===== src/rtl/core/pem_pkg.sv =====
// ----------------------------------------------------------------------------
// pem_pkg
// shared widths, codes, queue entry and control types of the energy meter
// ----------------------------------------------------------------------------
package pem_pkg;

  localparam int TIME_W     = 32;
  localparam int DAY_W      = 3;
  localparam int ROT_W      = 16;
  localparam int ENERGY_W   = 41;
  localparam int POWER_W    = 32;
  localparam int PROD_W     = ROT_W + TIME_W;
  localparam int CFG_IDX_W  = 1;
  localparam int CFG_DATA_W = ENERGY_W;

  localparam int ENERGY_FRACTION_BITS_DEF = 24;
  localparam int QUEUE_DEPTH_DEF          = 4;

  localparam logic [ROT_W-1:0]   ROT_RESET        = 16'd75;
  localparam logic [POWER_W-1:0] POWER_NUMERATOR  = 32'd3600000000;
  localparam logic [ENERGY_W-1:0] ENERGY_MAX      = {ENERGY_W{1'b1}};

  typedef enum logic [CFG_IDX_W-1:0] {
    REG_ROTATIONS     = 1'b0,
    REG_INITIAL_TOTAL = 1'b1
  } cfg_reg_e;

  typedef enum logic [2:0] {
    B_IDLE,
    B_MUL,
    B_STEP_GO,
    B_STEP_WAIT,
    B_POW_GO,
    B_POW_WAIT,
    B_OUT
  } back_state_e;

  // one classified sample between front and back
  typedef struct packed {
    logic              measure;
    logic              new_day;
    logic [TIME_W-1:0] elapsed;
  } q_entry_t;

  typedef struct packed {
    logic rot_we;
    logic total_we;
  } cfg_ctl_t;

  function automatic logic [ENERGY_W-1:0] sat_add(input logic [ENERGY_W-1:0] a,
                                                  input logic [ENERGY_W-1:0] b);
    logic [ENERGY_W:0] s;
    s = {1'b0, a} + {1'b0, b};
    return s[ENERGY_W] ? ENERGY_MAX : s[ENERGY_W-1:0];
  endfunction

endpackage


===== src/rtl/core/pem_if.sv =====
// ----------------------------------------------------------------------------
// pem_if
// sample and result channels of the energy meter, valid/ready handshake
// ----------------------------------------------------------------------------
interface pem_in_if import pem_pkg::*; ();
  logic              valid;
  logic              ready;
  logic              sensor_low;
  logic [TIME_W-1:0] time_seconds;
  logic [DAY_W-1:0]  weekday;

  modport source (output valid, sensor_low, time_seconds, weekday, input ready);
  modport sink   (input valid, sensor_low, time_seconds, weekday, output ready);
endinterface

interface pem_out_if import pem_pkg::*; ();
  logic                valid;
  logic                ready;
  logic [POWER_W-1:0]  power_milliwatts;
  logic [ENERGY_W-1:0] total_energy;
  logic [ENERGY_W-1:0] today_energy;
  logic                updated;

  modport source (output valid, power_milliwatts, total_energy, today_energy, updated,
                  input ready);
  modport sink   (input valid, power_milliwatts, total_energy, today_energy, updated,
                  output ready);
endinterface


===== src/rtl/core/pulse_energy_meter.sv =====
// ----------------------------------------------------------------------------
// pulse_energy_meter
// disc sensor energy meter: power in mW, total and daily energy in fixed point
// ----------------------------------------------------------------------------
// a sample that measures nothing is popped and loaded straight into the result word;
// a measuring sample passes B_MUL, the energy step divide (after reset or a rotations
// write), the power divide with a NumW bit quotient, NumW = 32 for fraction bits up
// to 31, and B_OUT, one sample at a time; both divides share one iterative divider
// reset: asynchronous, active low; sums and power clear, rotations reads 75
module pulse_energy_meter import pem_pkg::*; #(
  parameter int ENERGY_FRACTION_BITS = ENERGY_FRACTION_BITS_DEF,
  parameter int QUEUE_DEPTH          = QUEUE_DEPTH_DEF
) (
  input  logic                  clk_i,
  input  logic                  rst_ni,
  input  logic                  cfg_we_i,
  input  logic [CFG_IDX_W-1:0]  cfg_idx_i,
  input  logic [CFG_DATA_W-1:0] cfg_data_i,
  pem_in_if.sink                in_ch,
  pem_out_if.source             out_ch
);

  // configuration: rotations kept here, initial total goes straight to the sum
  logic [ROT_W-1:0] rot_q;
  cfg_ctl_t         cfg_ctl;

  assign cfg_ctl.rot_we   = cfg_we_i && (cfg_reg_e'(cfg_idx_i) == REG_ROTATIONS);
  assign cfg_ctl.total_we = cfg_we_i && (cfg_reg_e'(cfg_idx_i) == REG_INITIAL_TOTAL);

  always_ff @(posedge clk_i or negedge rst_ni) begin
    if (!rst_ni) begin
      rot_q <= ROT_RESET;
    end else if (cfg_ctl.rot_we) begin
      rot_q <= cfg_data_i[ROT_W-1:0];
    end
  end

  // front to back queue of classified samples
  q_entry_t q_wdata, q_rdata;
  logic     q_push, q_pop, q_full, q_empty;

  // front: edge detect, arming, timestamp and weekday tracking
  pem_front u_front (
    .clk_i    (clk_i),
    .rst_ni   (rst_ni),
    .in_ch    (in_ch),
    .q_full_i (q_full),
    .q_push_o (q_push),
    .q_entry_o(q_wdata)
  );

  pem_fifo #(.WIDTH($bits(q_entry_t)), .DEPTH(QUEUE_DEPTH)) u_fifo (
    .clk_i  (clk_i),
    .rst_ni (rst_ni),
    .push_i (q_push),
    .wdata_i(q_wdata),
    .pop_i  (q_pop),
    .rdata_o(q_rdata),
    .full_o (q_full),
    .empty_o(q_empty)
  );

  // back: multiply, divide, saturating sums, output register
  pem_back #(.ENERGY_FRACTION_BITS(ENERGY_FRACTION_BITS)) u_back (
    .clk_i    (clk_i),
    .rst_ni   (rst_ni),
    .cfg_i    (cfg_ctl),
    .rot_i    (rot_q),
    .total_i  (cfg_data_i),
    .q_empty_i(q_empty),
    .q_entry_i(q_rdata),
    .q_pop_o  (q_pop),
    .out_ch   (out_ch)
  );

endmodule


===== src/rtl/core/pem_fifo.sv =====
// ----------------------------------------------------------------------------
// pem_fifo
// small register queue between front and back
// ----------------------------------------------------------------------------
module pem_fifo #(
  parameter int WIDTH = 34,
  parameter int DEPTH = 4
) (
  input  logic             clk_i,
  input  logic             rst_ni,
  input  logic             push_i,
  input  logic [WIDTH-1:0] wdata_i,
  input  logic             pop_i,
  output logic [WIDTH-1:0] rdata_o,
  output logic             full_o,
  output logic             empty_o
);

  localparam int PtrW = $clog2(DEPTH);
  localparam int CntW = $clog2(DEPTH + 1);
  localparam logic [PtrW-1:0] LastPtr = PtrW'(DEPTH - 1);
  localparam logic [CntW-1:0] FullCnt = CntW'(DEPTH);

  logic [WIDTH-1:0] mem_q [DEPTH];
  logic [PtrW-1:0]  wr_q, rd_q;
  logic [CntW-1:0]  cnt_q;
  logic             do_push, do_pop;

  assign full_o  = (cnt_q == FullCnt);
  assign empty_o = (cnt_q == '0);
  assign do_push = push_i && !full_o;
  assign do_pop  = pop_i && !empty_o;
  assign rdata_o = mem_q[rd_q];

  always_ff @(posedge clk_i or negedge rst_ni) begin
    if (!rst_ni) begin
      wr_q  <= '0;
      rd_q  <= '0;
      cnt_q <= '0;
    end else begin
      if (do_push) begin
        wr_q <= (wr_q == LastPtr) ? '0 : wr_q + 1'b1;
      end
      if (do_pop) begin
        rd_q <= (rd_q == LastPtr) ? '0 : rd_q + 1'b1;
      end
      if (do_push && !do_pop) begin
        cnt_q <= cnt_q + 1'b1;
      end else if (do_pop && !do_push) begin
        cnt_q <= cnt_q - 1'b1;
      end
    end
  end

  always_ff @(posedge clk_i) begin
    if (do_push) begin
      mem_q[wr_q] <= wdata_i;
    end
  end

endmodule


===== src/rtl/core/pem_div.sv =====
// ----------------------------------------------------------------------------
// pem_div
// iterative restoring divider, one quotient bit per cycle
// ----------------------------------------------------------------------------
module pem_div #(
  parameter int NUM_W = 32,
  parameter int DEN_W = 48
) (
  input  logic             clk_i,
  input  logic             rst_ni,
  input  logic             start_i,
  input  logic [NUM_W-1:0] num_i,
  input  logic [DEN_W-1:0] den_i,
  output logic             done_o,
  output logic [NUM_W-1:0] quot_o
);

  localparam int CntW = (NUM_W > 1) ? $clog2(NUM_W) : 1;
  localparam logic [CntW-1:0] CntTop = CntW'(NUM_W - 1);

  logic [DEN_W-1:0] rem_q, den_q;
  logic [NUM_W-1:0] q_q;
  logic [CntW-1:0]  cnt_q;
  logic             busy_q, done_q;
  logic [DEN_W:0]   rem_sh, rem_sub;
  logic             ge;

  assign rem_sh  = {rem_q, q_q[NUM_W-1]};
  assign ge      = (rem_sh >= {1'b0, den_q});
  assign rem_sub = rem_sh - {1'b0, den_q};
  assign done_o  = done_q;
  assign quot_o  = q_q;

  always_ff @(posedge clk_i or negedge rst_ni) begin
    if (!rst_ni) begin
      busy_q <= 1'b0;
      done_q <= 1'b0;
      cnt_q  <= '0;
    end else begin
      done_q <= 1'b0;
      if (start_i) begin
        busy_q <= 1'b1;
        cnt_q  <= CntTop;
      end else if (busy_q) begin
        cnt_q <= cnt_q - 1'b1;
        if (cnt_q == '0) begin
          busy_q <= 1'b0;
          done_q <= 1'b1;
        end
      end
    end
  end

  always_ff @(posedge clk_i) begin
    if (start_i) begin
      rem_q <= '0;
      den_q <= den_i;
      q_q   <= num_i;
    end else if (busy_q) begin
      rem_q <= ge ? rem_sub[DEN_W-1:0] : rem_sh[DEN_W-1:0];
      q_q   <= {q_q[NUM_W-2:0], ge};
    end
  end

endmodule


===== src/rtl/core/pem_front.sv =====
// ----------------------------------------------------------------------------
// pem_front
// takes sensor samples, tracks edge and time state, classifies each sample
// ----------------------------------------------------------------------------
module pem_front import pem_pkg::*; (
  input  logic      clk_i,
  input  logic      rst_ni,
  pem_in_if.sink    in_ch,
  input  logic      q_full_i,
  output logic      q_push_o,
  output q_entry_t  q_entry_o
);

  logic              prev_q, armed_q;
  logic [TIME_W-1:0] last_time_q;
  logic [DAY_W-1:0]  last_day_q;
  logic              accept, active;

  assign in_ch.ready = !q_full_i;
  assign accept      = in_ch.valid && in_ch.ready;
  assign active      = !in_ch.sensor_low;
  assign q_push_o    = accept;

  always_comb begin
    q_entry_o.measure = active && !prev_q && armed_q && (in_ch.time_seconds > last_time_q);
    q_entry_o.new_day = (last_day_q != in_ch.weekday);
    q_entry_o.elapsed = in_ch.time_seconds - last_time_q;
  end

  always_ff @(posedge clk_i or negedge rst_ni) begin
    if (!rst_ni) begin
      prev_q      <= 1'b0;
      armed_q     <= 1'b0;
      last_time_q <= '0;
      last_day_q  <= '0;
    end else if (accept) begin
      prev_q <= active;
      if (active) begin
        if (last_time_q == '0) begin
          armed_q <= 1'b1;
        end
        last_time_q <= in_ch.time_seconds;
        last_day_q  <= in_ch.weekday;
      end
    end
  end

endmodule


===== src/rtl/core/pem_back.sv =====
// ----------------------------------------------------------------------------
// pem_back
// computes power and energy for each measuring sample and drives a result word per classified sample
// ----------------------------------------------------------------------------
module pem_back import pem_pkg::*; #(
  parameter int ENERGY_FRACTION_BITS = ENERGY_FRACTION_BITS_DEF
) (
  input  logic                clk_i,
  input  logic                rst_ni,
  input  cfg_ctl_t            cfg_i,
  input  logic [ROT_W-1:0]    rot_i,
  input  logic [ENERGY_W-1:0] total_i,
  input  logic                q_empty_i,
  input  q_entry_t            q_entry_i,
  output logic                q_pop_o,
  pem_out_if.source           out_ch
);

  localparam int NumW = (ENERGY_FRACTION_BITS >= POWER_W) ? ENERGY_FRACTION_BITS + 1 : POWER_W;
  localparam logic [NumW-1:0] OneFix = {{(NumW-1){1'b0}}, 1'b1} << ENERGY_FRACTION_BITS;

  back_state_e state_q, state_d;

  logic [ENERGY_W-1:0] energy_q, day_q, e_new, d_new, step_e;
  logic [POWER_W-1:0]  power_q;
  logic [ENERGY_W-1:0] step_q;
  logic                step_ok_q;
  logic [TIME_W-1:0]   elapsed_q;
  logic                new_day_q;
  logic [PROD_W-1:0]   prod_q;
  logic [ROT_W-1:0]    rot_eff;

  logic                out_valid_q, out_upd_q;
  logic [POWER_W-1:0]  out_pow_q;
  logic [ENERGY_W-1:0] out_tot_q, out_day_q;

  logic                can_load, load_plain, load_meas, div_start, sel_step, div_done;
  logic [NumW-1:0]     div_num, div_quot;
  logic [PROD_W-1:0]   div_den;

  assign rot_eff  = (rot_i == '0) ? ROT_W'(1) : rot_i;
  assign can_load = !out_valid_q || out_ch.ready;
  assign step_e   = step_q;
  assign e_new    = sat_add(energy_q, step_e);
  assign d_new    = sat_add(new_day_q ? '0 : day_q, step_e);

  // step numerator 2^F + rot/2, power numerator fixed
  assign div_num = sel_step ? (OneFix + NumW'(rot_eff >> 1)) : NumW'(POWER_NUMERATOR);
  assign div_den = sel_step ? PROD_W'(rot_eff) : prod_q;

  pem_div #(.NUM_W(NumW), .DEN_W(PROD_W)) u_div (
    .clk_i  (clk_i),
    .rst_ni (rst_ni),
    .start_i(div_start),
    .num_i  (div_num),
    .den_i  (div_den),
    .done_o (div_done),
    .quot_o (div_quot)
  );

  always_comb begin
    state_d = state_q;
    case (state_q)
      B_IDLE: begin
        if (!q_empty_i && q_entry_i.measure) state_d = B_MUL;
      end
      B_MUL:       state_d = step_ok_q ? B_POW_GO : B_STEP_GO;
      B_STEP_GO:   state_d = B_STEP_WAIT;
      B_STEP_WAIT: if (div_done) state_d = B_POW_GO;
      B_POW_GO:    state_d = B_POW_WAIT;
      B_POW_WAIT:  if (div_done) state_d = B_OUT;
      B_OUT:       if (can_load) state_d = B_IDLE;
      default:     state_d = B_IDLE;
    endcase
  end

  always_comb begin
    q_pop_o    = 1'b0;
    load_plain = 1'b0;
    load_meas  = 1'b0;
    div_start  = 1'b0;
    sel_step   = 1'b0;
    case (state_q)
      B_IDLE: begin
        if (!q_empty_i) begin
          if (q_entry_i.measure) begin
            q_pop_o = 1'b1;
          end else if (can_load) begin
            q_pop_o    = 1'b1;
            load_plain = 1'b1;
          end
        end
      end
      B_STEP_GO: begin
        div_start = 1'b1;
        sel_step  = 1'b1;
      end
      B_POW_GO:  div_start = 1'b1;
      B_OUT:     load_meas = can_load;
      default: ;
    endcase
  end

  always_ff @(posedge clk_i or negedge rst_ni) begin
    if (!rst_ni) begin
      state_q     <= B_IDLE;
      step_ok_q   <= 1'b0;
      out_valid_q <= 1'b0;
      energy_q    <= '0;
      day_q       <= '0;
      power_q     <= '0;
    end else begin
      state_q <= state_d;
      if (cfg_i.rot_we) begin
        step_ok_q <= 1'b0;
      end else if (state_q == B_STEP_WAIT && div_done) begin
        step_ok_q <= 1'b1;
      end
      if (cfg_i.total_we) begin
        energy_q <= total_i;
      end else if (load_meas) begin
        energy_q <= e_new;
      end
      if (load_meas) begin
        day_q <= d_new;
      end
      if (state_q == B_POW_WAIT && div_done) begin
        power_q <= div_quot[POWER_W-1:0];
      end
      if (load_plain || load_meas) begin
        out_valid_q <= 1'b1;
      end else if (out_ch.ready) begin
        out_valid_q <= 1'b0;
      end
    end
  end

  always_ff @(posedge clk_i) begin
    if (state_q == B_IDLE && q_pop_o) begin
      elapsed_q <= q_entry_i.elapsed;
      new_day_q <= q_entry_i.new_day;
    end
    if (state_q == B_MUL) begin
      prod_q <= PROD_W'(rot_eff) * PROD_W'(elapsed_q);
    end
    if (state_q == B_STEP_WAIT && div_done) begin
      step_q <= ENERGY_W'(div_quot);
    end
    if (load_plain) begin
      out_pow_q <= power_q;
      out_tot_q <= energy_q;
      out_day_q <= day_q;
      out_upd_q <= 1'b0;
    end else if (load_meas) begin
      out_pow_q <= power_q;
      out_tot_q <= e_new;
      out_day_q <= d_new;
      out_upd_q <= 1'b1;
    end
  end

  assign out_ch.valid            = out_valid_q;
  assign out_ch.power_milliwatts = out_pow_q;
  assign out_ch.total_energy     = out_tot_q;
  assign out_ch.today_energy     = out_day_q;
  assign out_ch.updated          = out_upd_q;

endmodule


===== src/flat_wrapper.sv =====
// flat-port wrapper written by rule: the top's interface ports become plain ports
module pulse_energy_meter_flat import pem_pkg::*;
#(
  parameter int ENERGY_FRACTION_BITS = ENERGY_FRACTION_BITS_DEF,
  parameter int QUEUE_DEPTH          = QUEUE_DEPTH_DEF
)
  (clk_i, rst_ni, cfg_we_i, cfg_idx_i, cfg_data_i, in_ch_valid, in_ch_sensor_low, in_ch_time_seconds, in_ch_weekday, in_ch_ready, out_ch_valid, out_ch_power_milliwatts, out_ch_total_energy, out_ch_today_energy, out_ch_updated, out_ch_ready);
  pem_in_if in_ch_i ();
  pem_out_if out_ch_i ();
  input  logic clk_i;
  input  logic rst_ni;
  input  logic cfg_we_i;
  input  logic [CFG_IDX_W-1:0] cfg_idx_i;
  input  logic [CFG_DATA_W-1:0] cfg_data_i;
  input wire logic [$bits(in_ch_i.valid)-1:0] in_ch_valid;
  input wire logic [$bits(in_ch_i.sensor_low)-1:0] in_ch_sensor_low;
  input wire logic [$bits(in_ch_i.time_seconds)-1:0] in_ch_time_seconds;
  input wire logic [$bits(in_ch_i.weekday)-1:0] in_ch_weekday;
  output wire logic [$bits(in_ch_i.ready)-1:0] in_ch_ready;
  output wire logic [$bits(out_ch_i.valid)-1:0] out_ch_valid;
  output wire logic [$bits(out_ch_i.power_milliwatts)-1:0] out_ch_power_milliwatts;
  output wire logic [$bits(out_ch_i.total_energy)-1:0] out_ch_total_energy;
  output wire logic [$bits(out_ch_i.today_energy)-1:0] out_ch_today_energy;
  output wire logic [$bits(out_ch_i.updated)-1:0] out_ch_updated;
  input wire logic [$bits(out_ch_i.ready)-1:0] out_ch_ready;
  assign in_ch_i.valid = in_ch_valid;
  assign in_ch_i.sensor_low = in_ch_sensor_low;
  assign in_ch_i.time_seconds = in_ch_time_seconds;
  assign in_ch_i.weekday = in_ch_weekday;
  assign in_ch_ready = in_ch_i.ready;
  assign out_ch_valid = out_ch_i.valid;
  assign out_ch_power_milliwatts = out_ch_i.power_milliwatts;
  assign out_ch_total_energy = out_ch_i.total_energy;
  assign out_ch_today_energy = out_ch_i.today_energy;
  assign out_ch_updated = out_ch_i.updated;
  assign out_ch_i.ready = out_ch_ready;
  pulse_energy_meter #(.ENERGY_FRACTION_BITS(ENERGY_FRACTION_BITS), .QUEUE_DEPTH(QUEUE_DEPTH)) u_core (.clk_i(clk_i), .rst_ni(rst_ni), .cfg_we_i(cfg_we_i), .cfg_idx_i(cfg_idx_i), .cfg_data_i(cfg_data_i), .in_ch(in_ch_i), .out_ch(out_ch_i));
endmodule

===== config.mk =====
export PLATFORM = sky130hd
export DESIGN_NAME = pulse_energy_meter_flat
export DESIGN_NICKNAME = d
export VERILOG_FILES = /design/src/rtl/core/pem_pkg.sv /design/src/rtl/core/pem_if.sv /design/src/rtl/core/pulse_energy_meter.sv /design/src/rtl/core/pem_fifo.sv /design/src/rtl/core/pem_div.sv /design/src/rtl/core/pem_front.sv /design/src/rtl/core/pem_back.sv /design/src/flat_wrapper.sv
export SDC_FILE = /design/constraint.sdc
export NUM_CORES = 2
export LEC_CHECK = 0
export ABC_AREA = 1
export BUFFER_PORTS_ARGS = -buffer_cell sky130_fd_sc_hd__buf_4
export CORE_AREA = 2 2 337 339
export CTS_CLUSTER_DIAMETER = 80
export DETAILED_ROUTE_END_ITERATION = 8
export DIE_AREA = 0 0 339 341
export PLACE_DENSITY = 0.77
export SLEW_MARGIN = 5
export SYNTH_ARGS = -nofsm -noshare
export SYNTH_HDL_FRONTEND = slang
export SYNTH_SLANG_ARGS = --single-unit

===== constraint.sdc =====
create_clock -name clk_i -period 6.6 [get_ports clk_i]
set_input_delay 1.32 -clock clk_i [delete_from_list [all_inputs] [get_ports clk_i]]
set_output_delay 1.32 -clock clk_i [all_outputs]
set_load 0.05 [all_outputs]

==> key figures <==
STA
  – Fin crit share: between 90% and 100%
  – Clock Skews: 0.0655 ns
  – Slew @ Worst Pin: 1.08 ns
  – Total Neg Setup Slack: 0 ns
  – Final Hold Fails: 0
  – Relative slew slack: 28.1%
  – RSZ-0062 raised after global routing: no
  – Final setup violation count: 0
  – Final Max Tran Viols: 0
  – Peak Freq: approximately 160 MHz
  – Tmin final: roughly 6.3 ns

Critical path
  – CP Max Fanout: 16
  – Cells along the critical path: buf_4, nand2_1, fa_1, inv_1, fa_1, fa_1, fa_1, fa_1, inv_1, fa_1, inv_1, ha_1, nand2_1, nand2_1, a31oi_1, o21ai_0, a21oi_1, nand3_1, xor2_1
  – Crit path top cell by count: fa_1
  – Worst path required time: between 6 and 7 ns
  – Critical path's slowest cell: dfrtp_1
  – Slowest stage delay, CP: 0.78 ns
  – Startpoint types: register
  – Crit Path Category: register to register
  – Worst EP arrival: 6.70 ns
  – Critical path capture point type: register
  – R2r setup slk: 0.27 ns

GRT
  – First-pass GRT wire length: 253 mm
  – Vias in the first global route: 46400
  – Antenna violations before repair: 1
  – Grt total ovfl: 0
  – Largest net degree at the start of global routing: 96
  – Total Routing Usage GR: between 20% and 30%

Power
  – Leak: 31.5 nW
  – Tot Pwr: around 0.028 W
  – Maximum vdd drop: ~1.0 mV
  – P per Cell Area: 454 mW/mm^2

Drt
  – DRC marker count from the first detailed-route iteration: 4391
  – DR pass1 iterations: 6
  – Drc violations: 0
  – Via-per-instance ratio: 5.27
  – Total Wirelength: between 150 and 200 mm
  – Via count: 46800
  – Final ANT Viol Nets: 0
  – Avg WL per Cell: 18.0 um

Clocking
  – Clock latency on the worst-skew pair: 0.69 ns
  – CTS Buffer Depth: 3
  – Setup Buffers After CTS: 0
  – Hold_buf cts: 0
  – CTS Buf Count: 79
  – Clk sinks: 678
  – Htree depth: 3
  – Clock root buffer: clkbuf_16
  – CTS tree: built
  – Clock-pin slew on the worst setup and hold paths: 0.06 ns
  – Number of gates resized after cts: 0

Floorplan
  – Die W: 339 um
  – DIE AREA: 0.116 mm^2
  – Die Span Y: roughly 340 um
  – Core Box Area: 0.112 mm^2
  – Initial Utilization: 49.7%
  – Row count: 123
  – Boundary Pins: 200

Yosys
  – Synthesis-stage register bit count: just under 700
  – Top cells by count, synth: 2167 x nand2_1, 1502 x inv_1, 542 x nor2_1, 443 x edfxtp_1, 423 x fa_1
  – Synth Flop Type: edfxtp_1
  – Post-synthesis sequential area ratio: between 30% and 40%
  – Mapped cell area: 0.0556 mm^2
  – Synth top area cells: edfxtp_1 24%, fa_1 15%, nand2_1 15%
  – Ys Warns: 0
  – Ys async rst share: 27.4%
  – Syn avg cell area: 7.73 um^2
  – Area share of the largest cell type after synthesis: 23.9%
  – Cells after Synth: 7192
  – Largest area contributor in the netlist: edfxtp_1
  – Synth Net Count: approximately 8000
  – Cell variety after synth: 54
  – Top-count cell post-synth: nand2_1
  – Number of synthesized flops with an enable pin: around 440

Placement
  – Routability congestion estimate: approximately 0.97
  – Final HPWL DP: 127 mm
  – I/O Buffers: slightly below 200

Cells and area
  – Synth-to-Final Area Change: 10.7%
  – Layout Nets: roughly 8100
  – Share of cells above drive strength 1: under 10%

Run
  – Max_cap viols: 0

Run status
  – Outcome: complete, no violations

Worst hold path
  – HP Class: register to register
[cell usage in the layout, fill, tap and decap left out, types with 236 or more instances in the layout]
| master | instances |
|---|---|
| nor2_1 | 533 |
| nand3_1 | 250 |
| o21ai_0 | 344 |
| edfxtp_1 | 443 |
| nand2_1 | 2163 |
| ha_1 | 272 |
| fa_1 | 423 |
| buf_4 | 286 |
| inv_1 | 1502 |
| a21oi_1 | 236 |
[area by class of cell]
cell class / count / area (um^2)
multi-input combinational: 4741 / 29900
clock inverter: 50 / 661
sequential: 678 / 18900
inverter: 1523 / 5720
tap: 1500 / 1880
antenna: 2 / 5.00
timing repair buffer: 295 / 2320
clock buffer: 97 / 2090
fill: 10300 / 50300
[routing by layer]
metal	track usage, %	vias to the layer above	routed length (um)	part of all wire [%]
met5	0	-	0	0
met4	9.93	0	5810	3.6
met3	3.39	310	11600	7.3
met2	45.3	1755	73500	46
met1	38.4	22400	68900	43
li1	-	22300	-	-
[per-stage QoR]
stage	std cells	cell area (um^2)	hold WS (ns)	utilization (%)	worst slack (ns)
6_report	8886	61500	0.446	55.0	0.272
5_1_grt	8884	61500	0.451	55.0	0.0202
4_1_cts	8884	61500	0.446	55.0	0.358
3_5_place_dp	8737	58800	0.432	52.5	0.392
3_3_place_gp	8737	58800	0.428	52.5	0.382
2_1_floorplan	7192	55600	0.425	-	0.899
[worst paths after layout]
kind,cells past startpoint,endpoint,startpoint
min in group asynchronous,1,u_core.u_back.day_q[40],rst_ni
worst min register to register,0,u_core.u_back.out_ch.power_milliwatts[11],u_core.u_back.power_q[11]
worst min-delay path,0,u_core.u_back.out_ch.power_milliwatts[11],u_core.u_back.power_q[11]
worst max register to register,19,u_core.u_back.prod_q[46],u_core.rot_q[8]
max in group asynchronous,2,u_core.u_front.last_time_q[25],rst_ni
worst max-delay path,19,u_core.u_back.prod_q[46],u_core.rot_q[8]
[critical path, delay by kind of cell (launching register included)]
kind | cells | cell delay, ns
fa+ha+maj | 7 | 3.41
flops | 1 | 0.78
xor+xnor | 1 | 0.17
compound gates | 3 | 0.83
simple gates | 4 | 0.41
buf+inv | 4 | 0.46
[flip-flops by register name, summed over array words and instances (netlist names), 3 cells and up]
signal / cells
u_core.u_back.u_div.cnt_q: 5
u_core.u_back.u_div.quot_o: 32
u_core.u_back.step_e: 32
u_core.u_back.day_q: 41
u_core.u_back.u_div.rem_q: 48
u_core.u_fifo.mem_q: 136
u_core.u_front.last_day_q: 3
u_core.u_back.u_div.den_q: 48
u_core.u_back.out_ch.total_energy: 41
u_core.u_back.prod_q: 48
u_core.u_front.last_time_q: 32
u_core.u_back.out_ch.today_energy: 41
u_core.u_back.elapsed_q: 32
u_core.u_back.state_q: 3
u_core.u_back.power_q: 32
u_core.u_back.energy_q: 41
u_core.u_back.out_ch.power_milliwatts: 32
u_core.rot_q: 16
u_core.u_fifo.cnt_q: 3
[logic make-up (layout without fill, tap and decap cells)]
family                     after synthesis  count (layout)  share of synthesized area, %
muxes                                    4               4                        0.0810
AOI/OAI and AO/OA                      736             736                          7.14
adders and majority gates              695             695                          21.3
DFF                                    678             678                          34.1
other                                    0               2                             0
buffers and inverters                 1773            1965                          12.2
and+or+nand+nor                       3165            3165                          22.9
xor gates and xnor gates               141             141                          2.22
[power breakdown]
group / switching [W] / internal [W] / leakage (nW) / total (W)
Combinational: 0.0114 / 0.00602 / 23.5 / 0.0174
Clock: 0.00193 / 0.00263 / 1.31 / 0.00457
Sequential: 0.000205 / 0.00578 / 6.70 / 0.00598
No activity file was read; power rests on OpenSTA's default activity.
